**config.mk**
```make
export PLATFORM = sky130hd
export DESIGN_NAME = swt_engine
export DESIGN_NICKNAME = d
export VERILOG_FILES = /design/src/sv/swt_pkg.sv /design/src/sv/swt_engine.sv
export SDC_FILE = /design/constraint.sdc
export NUM_CORES = 1
export LEC_CHECK = 0
export BUFFER_PORTS_ARGS = -buffer_cell sky130_fd_sc_hd__buf_2
export CAP_MARGIN = 20
export CORE_ASPECT_RATIO = 1.75
export CORE_MARGIN = 2
export CORE_UTILIZATION = 25
export CTS_CLUSTER_DIAMETER = 150
export DETAILED_ROUTE_END_ITERATION = 7
export GPL_TIMING_DRIVEN = 0
export HOLD_SLACK_MARGIN = 0.1
export PLACE_DENSITY_LB_ADDON = 0.2
export SKIP_LAST_GASP = 1
export SYNTH_ARGS = -nofsm -noshare
export SYNTH_HDL_FRONTEND = slang
export SYNTH_SLANG_ARGS = --single-unit
```
**constraint.sdc**
```tcl
create_clock -name i_clk -period 15.9 [get_ports i_clk]
set_clock_uncertainty 0.2 [all_clocks]
set_input_delay 1.59 -clock i_clk [delete_from_list [all_inputs] [get_ports i_clk]]
set_output_delay 1.59 -clock i_clk [all_outputs]
set_load 0.02 [all_outputs]
```
**src/sv/swt_pkg.sv**
```systemverilog
// ---------------------------------------------------------------------------
// swt_pkg - shared types and codes for the sorted word table
// Request and result payload structs, operation and status codes.
// ---------------------------------------------------------------------------
`default_nettype none

package swt_pkg;

    localparam int OP_W   = 2;
    localparam int WORD_W = 64;
    localparam int STAT_W = 2;
    localparam int POS_W  = 8;
    localparam int CNT_W  = 9;

    localparam logic [OP_W-1:0] OP_APPEND = 2'd0;
    localparam logic [OP_W-1:0] OP_SORT   = 2'd1;
    localparam logic [OP_W-1:0] OP_LOOKUP = 2'd2;
    localparam logic [OP_W-1:0] OP_CLEAR  = 2'd3;

    localparam logic [STAT_W-1:0] ST_OK         = 2'd0;
    localparam logic [STAT_W-1:0] ST_FULL       = 2'd1;
    localparam logic [STAT_W-1:0] ST_NOT_FOUND  = 2'd2;
    localparam logic [STAT_W-1:0] ST_NOT_SORTED = 2'd3;

    typedef struct packed {
        logic [OP_W-1:0]   operation;
        logic [WORD_W-1:0] word;
    } t_request;

    typedef struct packed {
        logic [STAT_W-1:0] status;
        logic [POS_W-1:0]  position;
        logic [CNT_W-1:0]  entry_count;
    } t_result;

endpackage

`default_nettype wire

```
**src/sv/swt_engine.sv**
```systemverilog
// ---------------------------------------------------------------------------
// swt_engine - table sequencer
// Append, clear, binary search and heapsort over one memory with one write and one read port,
// with a single shared comparator.
// ---------------------------------------------------------------------------
`default_nettype none

module swt_engine #(
    parameter int TABLE_DEPTH = 256,
    parameter int WW          = 64,
    parameter int AW          = 8,
    parameter int CW          = 9
) (
    input  wire logic                       i_clk,
    input  wire logic                       i_rst_n,
    input  wire logic                       i_start,
    input  wire logic [swt_pkg::OP_W-1:0]   i_op,
    input  wire logic [WW-1:0]              i_word,
    output logic                            o_busy,
    output logic                            o_done,
    output swt_pkg::t_result                o_result,
    output logic                            o_mem_we,
    output logic      [AW-1:0]              o_mem_waddr,
    output logic      [WW-1:0]              o_mem_wdata,
    output logic      [AW-1:0]              o_mem_raddr,
    input  wire logic [WW-1:0]              i_mem_rdata
);

    localparam int KW = AW + 2;

    localparam logic [3:0] S_IDLE     = 4'd0;
    localparam logic [3:0] S_SRCH_RD  = 4'd1;
    localparam logic [3:0] S_SRCH_CMP = 4'd2;
    localparam logic [3:0] S_LD       = 4'd3;
    localparam logic [3:0] S_LDW      = 4'd4;
    localparam logic [3:0] S_CHK      = 4'd5;
    localparam logic [3:0] S_K1       = 4'd6;
    localparam logic [3:0] S_K2       = 4'd7;
    localparam logic [3:0] S_K3       = 4'd8;
    localparam logic [3:0] S_X0       = 4'd9;
    localparam logic [3:0] S_X1       = 4'd10;
    localparam logic [3:0] S_X2       = 4'd11;

    logic [3:0]    r_state, n_state;
    logic [CW-1:0] r_total, n_total;
    logic          r_sorted, n_sorted;
    logic          r_build, n_build;
    logic [WW-1:0] r_key, n_key;
    logic [CW-1:0] r_lo, n_lo;
    logic [CW-1:0] r_hi, n_hi;
    logic [AW-1:0] r_mid, n_mid;
    logic [AW-1:0] r_at, n_at;
    logic [AW-1:0] r_kid, n_kid;
    logic [AW-1:0] r_i, n_i;
    logic [CW-1:0] r_heap, n_heap;
    logic [WW-1:0] r_vat, n_vat;
    logic [WW-1:0] r_vkid, n_vkid;
    logic          r_has2, n_has2;

    logic [WW-1:0] cmp_a, cmp_b;
    logic          cmp_gt, cmp_eq;
    logic [KW-1:0] kid_w, kid2_w, heap_w;
    logic          has_kid, has_two;
    logic [CW-1:0] span, mid_w;
    logic          sink_end;
    logic          done;
    logic [swt_pkg::STAT_W-1:0] status;
    logic [AW-1:0] pos_idx;
    logic [AW+swt_pkg::POS_W-1:0] pos_ext;
    logic [CW+swt_pkg::CNT_W-1:0] cnt_ext;

    // shared comparator
    always_comb begin
        unique case (r_state)
            S_K2:    begin cmp_a = i_mem_rdata; cmp_b = r_vkid; end
            S_K3:    begin cmp_a = r_vat;       cmp_b = r_vkid; end
            default: begin cmp_a = i_mem_rdata; cmp_b = r_key;  end
        endcase
    end

    assign cmp_gt = cmp_a > cmp_b;
    assign cmp_eq = cmp_a == cmp_b;

    assign kid_w   = KW'({r_at, 1'b1});
    assign kid2_w  = kid_w + KW'(1);
    assign heap_w  = KW'(r_heap);
    assign has_kid = kid_w < heap_w;
    assign has_two = kid2_w < heap_w;

    assign span  = r_hi - r_lo - CW'(1);
    assign mid_w = r_lo + (span >> 1);

    always_comb begin
        n_state  = r_state;
        n_total  = r_total;
        n_sorted = r_sorted;
        n_build  = r_build;
        n_key    = r_key;
        n_lo     = r_lo;
        n_hi     = r_hi;
        n_mid    = r_mid;
        n_at     = r_at;
        n_kid    = r_kid;
        n_i      = r_i;
        n_heap   = r_heap;
        n_vat    = r_vat;
        n_vkid   = r_vkid;
        n_has2   = r_has2;
        o_mem_we    = 1'b0;
        o_mem_waddr = r_at;
        o_mem_wdata = r_vat;
        o_mem_raddr = r_at;
        sink_end = 1'b0;
        done     = 1'b0;
        status   = swt_pkg::ST_OK;
        pos_idx  = '0;

        unique case (r_state)
            S_IDLE: begin
                if (i_start) begin
                    unique case (i_op)
                        swt_pkg::OP_APPEND: begin
                            done = 1'b1;
                            if (r_total >= CW'(TABLE_DEPTH)) begin
                                status = swt_pkg::ST_FULL;
                            end else begin
                                o_mem_we    = 1'b1;
                                o_mem_waddr = r_total[AW-1:0];
                                o_mem_wdata = i_word;
                                n_total     = r_total + CW'(1);
                                n_sorted    = 1'b0;
                            end
                        end
                        swt_pkg::OP_SORT: begin
                            if (r_total < CW'(2)) begin
                                done     = 1'b1;
                                n_sorted = 1'b1;
                            end else begin
                                n_build = 1'b1;
                                n_i     = AW'((r_total - CW'(1)) >> 1);
                                n_at    = AW'((r_total - CW'(1)) >> 1);
                                n_heap  = r_total;
                                n_state = S_LD;
                            end
                        end
                        swt_pkg::OP_LOOKUP: begin
                            if (!r_sorted) begin
                                done   = 1'b1;
                                status = swt_pkg::ST_NOT_SORTED;
                            end else begin
                                n_key   = i_word;
                                n_lo    = '0;
                                n_hi    = r_total;
                                n_state = S_SRCH_RD;
                            end
                        end
                        swt_pkg::OP_CLEAR: begin
                            done     = 1'b1;
                            n_total  = '0;
                            n_sorted = 1'b0;
                        end
                        default: ;
                    endcase
                end
            end
            S_SRCH_RD: begin
                if (r_lo < r_hi) begin
                    o_mem_raddr = mid_w[AW-1:0];
                    n_mid       = mid_w[AW-1:0];
                    n_state     = S_SRCH_CMP;
                end else begin
                    done    = 1'b1;
                    status  = swt_pkg::ST_NOT_FOUND;
                    n_state = S_IDLE;
                end
            end
            S_SRCH_CMP: begin
                priority if (cmp_eq) begin
                    done    = 1'b1;
                    pos_idx = r_mid;
                    n_state = S_IDLE;
                end else if (cmp_gt) begin
                    n_hi    = CW'(r_mid);
                    n_state = S_SRCH_RD;
                end else begin
                    n_lo    = CW'(r_mid) + CW'(1);
                    n_state = S_SRCH_RD;
                end
            end
            S_LD: begin
                o_mem_raddr = r_at;
                n_state     = S_LDW;
            end
            S_LDW: begin
                n_vat   = i_mem_rdata;
                n_state = S_CHK;
            end
            S_CHK: begin
                if (has_kid) begin
                    o_mem_raddr = kid_w[AW-1:0];
                    n_kid       = kid_w[AW-1:0];
                    n_has2      = has_two;
                    n_state     = S_K1;
                end else begin
                    o_mem_we = 1'b1;
                    sink_end = 1'b1;
                end
            end
            S_K1: begin
                n_vkid      = i_mem_rdata;
                o_mem_raddr = kid2_w[AW-1:0];
                n_state     = S_K2;
            end
            S_K2: begin
                if (r_has2 && cmp_gt) begin
                    n_vkid = i_mem_rdata;
                    n_kid  = r_kid + AW'(1);
                end
                n_state = S_K3;
            end
            S_K3: begin
                o_mem_we = 1'b1;
                if (cmp_gt) begin
                    sink_end = 1'b1;
                end else begin
                    o_mem_wdata = r_vkid;
                    n_at        = r_kid;
                    n_state     = S_CHK;
                end
            end
            S_X0: begin
                o_mem_raddr = '0;
                n_state     = S_X1;
            end
            S_X1: begin
                n_vkid      = i_mem_rdata;
                o_mem_raddr = r_i;
                n_state     = S_X2;
            end
            S_X2: begin
                n_vat       = i_mem_rdata;
                o_mem_we    = 1'b1;
                o_mem_waddr = r_i;
                o_mem_wdata = r_vkid;
                n_at        = '0;
                n_heap      = CW'(r_i);
                n_state     = S_CHK;
            end
            default: begin
                n_state = S_IDLE;
            end
        endcase

        // sift-down finished: next heapify node, next extraction, or done
        if (sink_end) begin
            priority if (r_build && r_i == '0) begin
                n_build = 1'b0;
                n_i     = AW'(r_total - CW'(1));
                n_state = S_X0;
            end else if (r_build) begin
                n_i     = r_i - AW'(1);
                n_at    = r_i - AW'(1);
                n_state = S_LD;
            end else if (r_i == AW'(1)) begin
                done     = 1'b1;
                n_sorted = 1'b1;
                n_state  = S_IDLE;
            end else begin
                n_i     = r_i - AW'(1);
                n_state = S_X0;
            end
        end
    end

    always_ff @(posedge i_clk) begin
        if (!i_rst_n) begin
            r_state  <= S_IDLE;
            r_total  <= '0;
            r_sorted <= 1'b0;
            r_build  <= 1'b0;
        end else begin
            r_state  <= n_state;
            r_total  <= n_total;
            r_sorted <= n_sorted;
            r_build  <= n_build;
        end
    end

    always_ff @(posedge i_clk) begin
        r_key  <= n_key;
        r_lo   <= n_lo;
        r_hi   <= n_hi;
        r_mid  <= n_mid;
        r_at   <= n_at;
        r_kid  <= n_kid;
        r_i    <= n_i;
        r_heap <= n_heap;
        r_vat  <= n_vat;
        r_vkid <= n_vkid;
        r_has2 <= n_has2;
    end

    assign pos_ext = (AW + swt_pkg::POS_W)'(pos_idx);
    assign cnt_ext = (CW + swt_pkg::CNT_W)'(n_total);

    assign o_busy               = r_state != S_IDLE;
    assign o_done               = done;
    assign o_result.status      = status;
    assign o_result.position    = pos_ext[swt_pkg::POS_W-1:0];
    assign o_result.entry_count = cnt_ext[swt_pkg::CNT_W-1:0];

endmodule

`default_nettype wire

```
# --- Word level (Yosys, flattened, before mapping) ---
# Index checks and enable logic that the tools add are counted.
word_totals:
  register_bits: 267
  in_bits: 133
  out_inout_bits: 102
  elab_cells: 195
classes:
  n_addsub: 9
  n_lt_le_gt_ge: 6
  n_eq_ne: 32
  n_mux: 109
  n_reduce_logical: 24
op_table:
  columns: ["op", "n"]
  rows:
  - ["two-way mux 64 bit", 7]
  - ["two-way mux 8 bit", 24]
  - ["one-hot mux 64 bit (3 select lines)", 1]
  - ["two-way mux 9 bit", 16]
  - ["one-hot mux 64 bit (2 select lines)", 1]
  - ["one-hot mux 9 bit (2 select lines)", 4]
  - ["equality test 64 bit", 1]
  - ["greater-than comparator 64 bit", 1]
  - ["one-hot mux 4 bit (11 select lines)", 1]
  - ["one-hot mux 8 bit (5 select lines)", 1]
  - ["two-way mux 4 bit", 9]
  - ["one-hot mux 8 bit (2 select lines)", 2]
  - ["two-way mux 1 bit", 30]
  - ["one-hot mux 8 bit (3 select lines)", 1]
  - ["less-than comparator 9 bit", 2]
  - ["AND reduction 6 bit", 3]
  - ["subtractor 9 x 1 -> 9 bit (second input constant)", 2]
  - ["equality test 4 x 3 -> 1 bit (second input constant)", 4]
  - ["equality test 4 bit (second input constant)", 4]
  - ["!= test 2 bit (second input constant)", 8]
  - ["one-hot mux 1 bit (3 select lines)", 4]
  - ["adder 9 x 1 -> 10 bit (second input constant)", 1]
  - ["less-than comparator 10 x 9 -> 1 bit", 1]
  - ["OR reduction 2 bit", 5]
  - ["other kinds (30)", 47]

# --- Longest topological paths before layout ---
depth:
  ltp_word: 10
  depth_mapped: 20
  mapped_depth_nobuf: 17

# --- Worst setup path after synthesis ---
# OpenSTA, ideal clock, no wires.
synth_timing:
  kind: "flip-flop to output port"
  from: "register r_state[3]"
  to: "output o_mem_wdata[10]"
  t_arrival_ns: 4.218
  t_required_ns: 14.110
  setup_slack_ns: 9.892
  stages_incl_launch_ff: 18
  path_buffers: 4
  path_cell_list: "dfxtp_1 > clkbuf_1 > nor2b_1 > nand2_1 > nand2_1 > clkbuf_1 > mux2i_1 > ha_1 > nand4_1 > a21oi_1 > or4_4 > a211oi_4 > a21boi_2 > buf_6 > buf_4 > a31oi_1 > nor2_1 > a31oi_1"
synth_via:
  elab_chain_cells: 6
  word_cells_on_any_way: 10
  classes_between: "1 x order compare; 3 x eq/ne; 4 x mux; 2 x reduce/logical"
synth_rtl:
  columns: ["item", "line", "source"]
  rows:
  - ["from (decl)", "swt_engine.sv:44", "logic [3:0] r_state, n_state;"]
  - ["from (signal assigned)", "swt_engine.sv:282", "r_state <= n_state;"]
  - ["equality test 4 bit / equality test 4 x 3 -> 1 bit (equally long branches)", "swt_engine.sv:74, swt_engine.sv:118", null]
  - ["OR reduction 2 bit (no source line)", null, null]
  - ["two-way mux 64 bit", "swt_engine.sv:74", "unique case (r_state)"]
  - ["greater-than comparator 64 bit", "swt_engine.sv:81", "assign cmp_gt = cmp_a > cmp_b;"]
  - ["two-way mux 64 bit", "swt_engine.sv:223", "if (cmp_gt) begin"]
  - ["one-hot mux 64 bit (3 select lines) *", "swt_engine.sv:118", "unique case (r_state)"]
  - ["to (decl)", "swt_engine.sv:24", "output logic [WW-1:0] o_mem_wdata,"]
# Mark *: on every way between the ends. The rest lies on a longest branch, timed or not.

# --- Final worst setup path ---
layout_timing:
  from: "register r_state[3]"
  to: "output o_mem_wdata[36]"
# Same word-level chain as after synthesis.

==> metrics.md <==
| Metric | Value |
|---|---|
| Flops & latches, synth | `267` |
| Fillers | `7252` |
| Top Ports | `around 240` |
| Comb power frac | `a little under three fifths` |
| Starting Density | `25.2%` |
| Pwr Total | `3.90 mW` |
| Port Buf Inserts | `234` |
| Clk root buf | `clkbuf_16` |
| Post-CTS Setup Bufs | `0` |
| Synth Flop Type | `edfxtp_1` |
| Drt wl/cell | `around 26 µm` |
| # DRC | `0` |
| WS Path Type | `reg2out` |
| Count of final setup violators | `0` |
| Cells after DPL | `roughly 2900` |
| Arrival @ worst endpoint | `roughly 7.4 ns` |
| Core area | `about 0.067 mm²` |
| Least-Margin Pin Slew | `around 1.1 ns` |
| Placed cell areas | `just under 0.02 mm²` |
| Initial drt markers | `about 1400` |
| Status | `finished clean` |
| DR top layer | `met5` |
| Final worst path period need | `around 9.2 ns` |
| # hold bufs at CTS | `0` |
| First-pass GRT wire length | `~110000 µm` |
| EDFF count, synth | `around 240` |
| Synthesized Nets | `between 2000 and 2500` |
| Cell leakage power | `7.82 nW` |
| CP dominant cell by count | `clkbuf_1` |
| Routability cong. | `between 0.9 and 1` |
| MaxCap Viol Count | `0` |
| Element type at the critical path end | `output pin` |
| Largest stage delay, worst path | `approximately 0.76 ns` |
| Vias in the first global route | `15891` |
| Fin crit share | `57.9%` |
| FFs w/ async S/R, synth | `0%` |
| Cts repair resizes | `0` |
| Chip height | `around 350 µm` |
| Seq. cell area | `0.00771 mm²` |
| Die area | `between 0.07 and 0.08 mm²` |
| Finished Cell Area | `around 0.021 mm²` |
| Area contributors post-synth | `edfxtp_1, nand2_1, ha_1` |
| Area growth from synthesis to layout | `20.6%` |
| Worst path cell trace | `clkbuf_1 > nand2b_1 > clkbuf_1 > nor3_2 > clkbuf_1 > clkbuf_1 > nand2_1 > nand2_1 > ha_1 > nand4_2 > nor4_4 > nand3_1 > a21oi_1 > a211oi_4 > a21boi_2 > buf_6 > clkbuf_2 > o21ai_0 > a31oi_1 > buf_2` |
| Worst IR drop on VDD | `0.186 mV` |
| Synth top area share | `between 40% and 50%` |
| Fmax | `109 MHz` |
| Pre-CTS WS | `approximately 7.4 ns` |
| Layout Nets | `between 2000 and 2500` |
| CTS tree | `yes` |
| Sequential fraction of design power | `approximately a quarter` |
| Synth cell count leaders | `nand2_1, edfxtp_1, a31oi_1` |
| R2r setup slk | `between 8 and 9 ns` |
| DRT Pass-1 Iters | `8` |
| Overall routing resource usage | `between 20% and 30%` |
| Mean Syn Cell Area | `around 9.4 µm²` |
| Worst Hold Class | `reg2reg` |
| Pwr dens | `~190 mW/mm²` |
| Crit path launch type | `flop` |
| Req. time, crit path | `around 14 ns` |
| Final WS setup | `about 6.7 ns` |
| Switching part of the total power | `approximately 49%` |
| Dpl hpwl | `just over 60000 µm` |
| Share of cells above drive strength 1 | `approximately 16%` |
| Gr ovfl total | `0` |
| Syn Inst Count | `~1800` |
| Via Count | `16030` |
| Count of cell types in the netlist | `79` |
| Met2 routed WL | `approximately 40000 µm` |
| Top cell type by total area after synthesis | `edfxtp_1` |
| Multi-input logic area | `roughly 0.0087 mm²` |
| Met3 wire len | `~5600 µm` |
| Post-route setup TNS | `0 ns` |
| Sequential area share after synthesis | `45.2%` |
| Slew Limit Headroom | `a little under a quarter` |
| Cell area after synthesis | `0.0170 mm²` |
| RSZ-0062 raised after global routing | `no` |
| H-tree depth | `1` |
| Max clock buf depth | `3` |
| Clock slew at reported path FFs | `approximately 0.070 ns` |
| Slew Viols, Final | `0` |
| YS warnings | `0` |
| Worst path slowest cell | `clkbuf_1` |
| Largest net degree at the start of global routing | `43` |
| Clk sinks | `roughly 270` |
| Crit path max fanout | `10` |
| Initial antenna violation count | `26` |
| Int Pwr | `between 2 and 2.5 mW` |
| Die W | `~200 µm` |
| Clock power share | `19.5%` |
| Fin. Hold Viols | `0` |
| Antenna-violating nets left | `0` |
| M1 WL | `roughly 28000 µm` |
| Rows | `126` |
| Most common cell in the synthesized netlist | `nand2_1` |
| Non-filler cells, final | `~3000` |
| Routed Wire Length | `between 70000 and 80000 µm` |
| Vias per inst | `roughly 5.3` |
| Psw | `~1.9 mW` |
| CTS buffer count | `30` |
| Worst skew pair latency | `approximately 0.60 ns` |
==> power groups by stage <==
stage	registers [mW]	clock network, mW	logic [mW]
2_1_floorplan	0.948	0	1.35
3_3_place_gp	0.976	0	2.15
3_5_place_dp	0.971	0	2.17
4_1_cts	0.956	0.781	2.18
5_1_grt	0.967	0.801	2.34
6_report	0.957	0.762	2.18
==> path summary, 6_finish.rpt <==
kind	from	cells past startpoint	end
worst max-delay path	r_state[3]$_SDFFE_PN0P_	20	o_mem_wdata[36]
worst min register to register	r_sorted$_SDFF_PN0_	2	r_sorted$_SDFF_PN0_
worst max register to register	r_state[3]$_SDFFE_PN0P_	19	r_vkid[30]$_DFFE_PP_
worst min-delay path	r_sorted$_SDFF_PN0_	2	r_sorted$_SDFF_PN0_
==> worst max-delay path: cells and delay by family, from the launching register on <==
| kind | cells | cell delay [ns] |
|---|---|---|
| adders and majority gates | 1 | 0.23 |
| and+or+nand+nor | 7 | 1.95 |
| DFF | 1 | 0.31 |
| buffers and inverters | 7 | 2.65 |
| AOI/OAI and AO/OA | 5 | 1.65 |
==> per-stage QoR <==
step | hold WS [ns] | utilization [%]
3_5_place_dp | 0.368 | 28.9
5_1_grt | 0.443 | 30.4
3_3_place_gp | 0.357 | 28.6
2_1_floorplan | 0.314 | -
4_1_cts | 0.388 | 30.4
6_report | 0.384 | 30.4
==> cell families after synthesis <==
| family | share of synthesized area [%] |
|---|---|
| buffers and inverters | 3.97 |
| AOI/OAI and AO/OA | 18.4 |
| adders and majority gates | 8.46 |
| xor gates and xnor gates | 2.42 |
| and+or+nand+nor | 17.7 |
| DFF | 45.2 |
| muxes | 3.83 |
==> registers in the layout (all words and copies together) (netlist names) <==
name	flops
r_at	8
r_hi	9
r_vkid	64
r_vat	64
r_build	1
r_key	64
r_heap	9
r_lo	9
r_i	8
r_has2	1
r_total	9
r_mid	8
r_kid	8
r_sorted	1
r_state	4
==> final cells by class <==
class                      count  area share (%)
clock buffer                  38            3.90
clock inverter                17            1.10
buffer                       113            2.43
timing repair buffer         241            6.41
multi-input combinational   1382            42.2
tap                          896            5.46
antenna                        9           0.110
inverter                      47           0.859
sequential                   267            37.5
==> placed cells by master (no fill, tap or decap), types with 5 or more instances in the layout <==
master | netlist | layout
a221oi_1 | 77 | 77
clkbuf_2 | 5 | 5
o22ai_1 | 5 | 5
ha_1 | 112 | 112
a22oi_1 | 12 | 12
dfxtp_1 | 31 | 31
o211ai_1 | 6 | 6
a21oi_1 | 62 | 62
clkbuf_16 | 0 | 31
nor3_1 | 37 | 37
buf_1 | 7 | 7
or3_1 | 6 | 6
and3_1 | 11 | 11
nand4_1 | 18 | 18
nor2_1 | 128 | 127
nor4_1 | 6 | 6
a31oi_1 | 139 | 139
buf_2 | 13 | 247
clkinv_1 | 1 | 8
a211oi_1 | 8 | 8
bufinv_16 | 0 | 6
xor2_1 | 21 | 21
and2_1 | 18 | 18
clkbuf_1 | 78 | 85
nand3_1 | 35 | 35
xnor2_1 | 26 | 26
mux2i_1 | 64 | 64
a221o_1 | 6 | 6
nand2b_1 | 18 | 18
diode_2 | 0 | 9
nor2b_1 | 12 | 12
inv_1 | 44 | 44
a21o_1 | 11 | 10
buf_4 | 6 | 6
o21ai_0 | 110 | 110
nand2_1 | 375 | 374
edfxtp_1 | 236 | 236
==> per-layer routing <==
layer | vias to the layer above | GRT usage (%)
met5 | - | 0
met4 | 22 | 11.6
met3 | 186 | 4.22
met2 | 818 | 40.3
met1 | 7679 | 22.7
li1 | 7325 | -
Power figures use the tool's default switching activity.
